[src/rtl/core/tim_pkg.sv]
// Shared types and constants for the taint interval map.
package tim_pkg;

   localparam int TableEntries = 64;
   localparam int AddrBits = 48;
   localparam int ColorBits = 16;
   localparam int SizeBits = 32;
   localparam int IdxBits = $clog2(TableEntries);
   localparam int CntBits = $clog2(TableEntries + 1);

   localparam logic [1:0] CMD_CHECK = 2'd0;
   localparam logic [1:0] CMD_TAINT = 2'd1;
   localparam logic [1:0] CMD_FREE  = 2'd2;
   localparam logic [1:0] CMD_NONE  = 2'd3;

   localparam logic [1:0] STATUS_OK   = 2'd0;
   localparam logic [1:0] STATUS_FULL = 2'd1;
   localparam logic [1:0] STATUS_BAD  = 2'd2;

   typedef struct packed {
      logic [AddrBits-1:0]  start;
      logic [AddrBits-1:0]  stop;
      logic [ColorBits-1:0] color;
   } entry_type;

   typedef struct packed {
      logic [1:0]           cmd;
      logic [AddrBits-1:0]  address;
      logic [SizeBits-1:0]  size;
      logic [ColorBits-1:0] color;
   } req_type;

   typedef struct packed {
      logic [ColorBits-1:0] found_color;
      logic [1:0]           status;
   } rsp_type;

   // Classification of one stored entry against the range [lo, hi].
   typedef struct packed {
      logic left;      // some part lies below lo
      logic right;     // some part lies above hi
      logic overlap;   // touches the range
   } cls_type;

endpackage

[src/rtl/core/tim_cmp.sv]
// Shared compare unit: classifies one table entry against the active range.
module tim_cmp (
   input  tim_pkg::entry_type             entry,
   input  logic [tim_pkg::AddrBits-1:0]   lo,
   input  logic [tim_pkg::AddrBits-1:0]   hi,
   output tim_pkg::cls_type               cls
);
   // Inclusive interval tests.
   always_comb begin
      cls.left    = entry.start < lo;
      cls.right   = entry.stop > hi;
      cls.overlap = (entry.stop >= lo) && (entry.start <= hi);
   end
endmodule

[config.mk]
export PLATFORM = sky130hd
export DESIGN_NAME = tim_cmp
export DESIGN_NICKNAME = d
export VERILOG_FILES = /design/src/rtl/core/tim_pkg.sv /design/src/rtl/core/tim_cmp.sv
export SDC_FILE = /design/constraint.sdc
export NUM_CORES = 1
export LEC_CHECK = 0
export BUFFER_PORTS_ARGS = -buffer_cell sky130_fd_sc_hd__clkbuf_2
export CORE_MARGIN = 2
export CORE_UTILIZATION = 50
export DETAILED_ROUTE_END_ITERATION = 6
export GPL_TIMING_DRIVEN = 1
export PLACE_DENSITY = 0.83
export SYNTH_ARGS = -nofsm -noshare
export SYNTH_HDL_FRONTEND = slang
export SYNTH_SLANG_ARGS = --single-unit
[constraint.sdc]
create_clock -name vclk -period 1.9
set_input_delay 0 -clock vclk [all_inputs]
set_output_delay 0 -clock vclk [all_outputs]
set_load 0.02 [all_outputs]
==> metrics.txt <==
CP peak stage delay=about 0.43 ns; port bufs=195; Antenna Cells=0; max cap viols=0; register area=0 um2; Pwr Total=1520 uW; final core occ=0.779; Syn Inst Count=568; failing checks=negative setup slack; Max Transition Viols Final=0; die height=between 90 and 100 um; RSZ-0062 raised after global routing=yes; GP Congestion=between 0.9 and 1; clock buf count=0; FF+latch count=0; area grow syn2layout=53.3%; GRT overflow=0; num rows=34; Unique masters post-synth=37; Post-DP HPWL=roughly 14000 um; die area=9500 um2; crit path cell chain=clkbuf_2, inv_2, ha_1, a21boi_1, or4_4, a41oi_2, o211ai_1, a31o_1, a31oi_1, buf_4; Tmin final=2.07 ns; CP Class=in2out; CP Launch Type=input port; Detailed Route WL=~16000 um; Ys Warns=0; core box area=~8600 um2; Starting Density=0.508; fin crit share=1.09; Crit path arrival time=slightly above 2 ns; crit path max fanout=2; syn_nets=around 970; max_slew headroom=0.703; worst vdd ir=approximately 0.14 mV; Slew @ Worst Pin=~0.43 ns; FILL cells=around 610; Via-to-Cell Ratio=5.81; first drt pass iteration count=6; area of the multi-input gates=roughly 4600 um2; vias post-DR=5466; P_leak=between 0.003 and 0.004 uW; Mapped Area=between 4000 and 5000 um2; NumNets Final=1234; register area share after synthesis=0; initial antenna violation count=0; Max Freq=~480 MHz; DRT antenna net count=0; drt first-iter violations=130; WP data required=1.90 ns; WHS Path Cells=6; CP max stage cell=or4_4; CP Buf/Inv Count=3; Hold Crit Class=in2out; Critical Path Stages=10; drt drc=0; Final Hold Vio Count=0; routed length per placed instance=17.2 um; Cell Count, Final, Fillers Out=approximately 940; PD cells=227 nW/um2; io pins=between 200 and 250; CP top delay family=compound AO/OA/AOI/OAI gates; vias in the first global route=slightly below 6000; Final WS setup=-0.167 ns; largest net degree at the start of global routing=4; syn avg cell area=about 7.7 um2; final hold slack=between 0.6 and 0.7 ns; Die W=97.5 um; share of cells above drive strength 1=0.421; global-route wire length before repair=approximately 25000 um; placed cell count=~940; Total GRT Usage=0.310; CP endpoint kind=output pin; final setup violating endpoints=2; outcome=finished with violations; setup TNS=-0.198 ns
## synthesized netlist by cell type
master | n | area [um2]
a21o_1 | 24 | 180
a21oi_2 | 2 | 17.5
a221o_1 | 2 | 20.0
nor2_1 | 19 | 71.3
nor4_1 | 5 | 31.3
a2111oi_0 | 5 | 43.8
a21oi_1 | 62 | 310
o311ai_1 | 1 | 8.76
nand4_1 | 34 | 213
o21a_1 | 1 | 7.51
and3_1 | 1 | 6.26
nor3_1 | 9 | 45.0
o211ai_1 | 7 | 52.6
nand3_1 | 16 | 80.1
a21boi_1 | 1 | 7.51
a31oi_1 | 1 | 6.26
and2_0 | 1 | 6.26
o32a_1 | 1 | 10.0
a221oi_1 | 4 | 35.0
nor2b_1 | 7 | 43.8
o31ai_1 | 1 | 7.51
o21bai_1 | 1 | 7.51
a22oi_1 | 2 | 15.0
inv_1 | 98 | 368
a31o_1 | 1 | 8.76
o41ai_1 | 1 | 8.76
or3_1 | 1 | 6.26
a41oi_1 | 1 | 8.76
ha_1 | 191 | 2390
nand4_2 | 1 | 12.5
and4_1 | 4 | 35.0
nand2_1 | 31 | 116
or4_1 | 2 | 15.0
nor3b_1 | 1 | 7.51
a211oi_1 | 8 | 60.1
o21ai_1 | 2 | 10.0
o21ai_0 | 19 | 95.1
## path summary, 6_finish.rpt
check	startpoint	endpoint	slack [ns]
setup / recovery	lo[1]	cls[2]	-0.17
hold / removal	entry[107]	cls[2]	0.67
## routing by layer
| layer | global-route usage | wire (um) |
|---|---|---|
| met1 | 0.332 | 6110 |
| met2 | 0.597 | 8250 |
| met3 | 0.0432 | 995 |
| met4 | 0.132 | 782 |
| met5 | 0 | 0 |
## cell type report
type / instances / area share
multi-input combinational: 470 / 0.687
inverter: 98 / 0.0572
timing repair buffer: 265 / 0.236
tap: 108 / 0.0202
## timing repair
item | CTS | global route
setup endpoints to repair | 3 | 3
pin swaps | 23 | 31
setup buffers | 3 | 6
hold buffers | 0 | 0
resized for setup | 52 | 71
## report_power, final
group	internal, uW	switching (uW)
combinational	751	769
sequential	0	0
clock	0	0
total	751	769
## cell families (layout without fill, tap and decap cells)
| family | count (synthesis) | after routing | share of synthesized area |
|---|---|---|---|
| fa+ha+maj | 191 | 191 | 0.547 |
| compound gates | 147 | 147 | 0.211 |
| simple gates | 132 | 132 | 0.158 |
| buf+inv | 98 | 363 | 0.0842 |
## through the flow
stage	cell area (um2)	worst slack (ns)
2_1_floorplan	4370	0.202
3_3_place_gp	5970	-0.267
3_5_place_dp	5970	-0.315
4_1_cts	6300	-0.0601
5_1_grt	6700	-0.234
6_report	6700	-0.167
## placed cells by master, fill, tap and decap left out, types with 7 or more instances in the layout
cell      netlist  layout
a211oi_1        8       8
a21o_1         24      24
a21oi_1        62      55
a21oi_2         2       9
buf_4           0      70
buf_6           0       8
clkbuf_2        0     183
ha_1          191     158
ha_4            0      33
inv_1          98      77
inv_2           0      16
nand2_1        31      30
nand3_1        16      16
nand4_1        34      34
nor2_1         19      19
o211ai_1        7       7
o21ai_0        19      17
No activity file was read; power rests on OpenSTA's default activity.
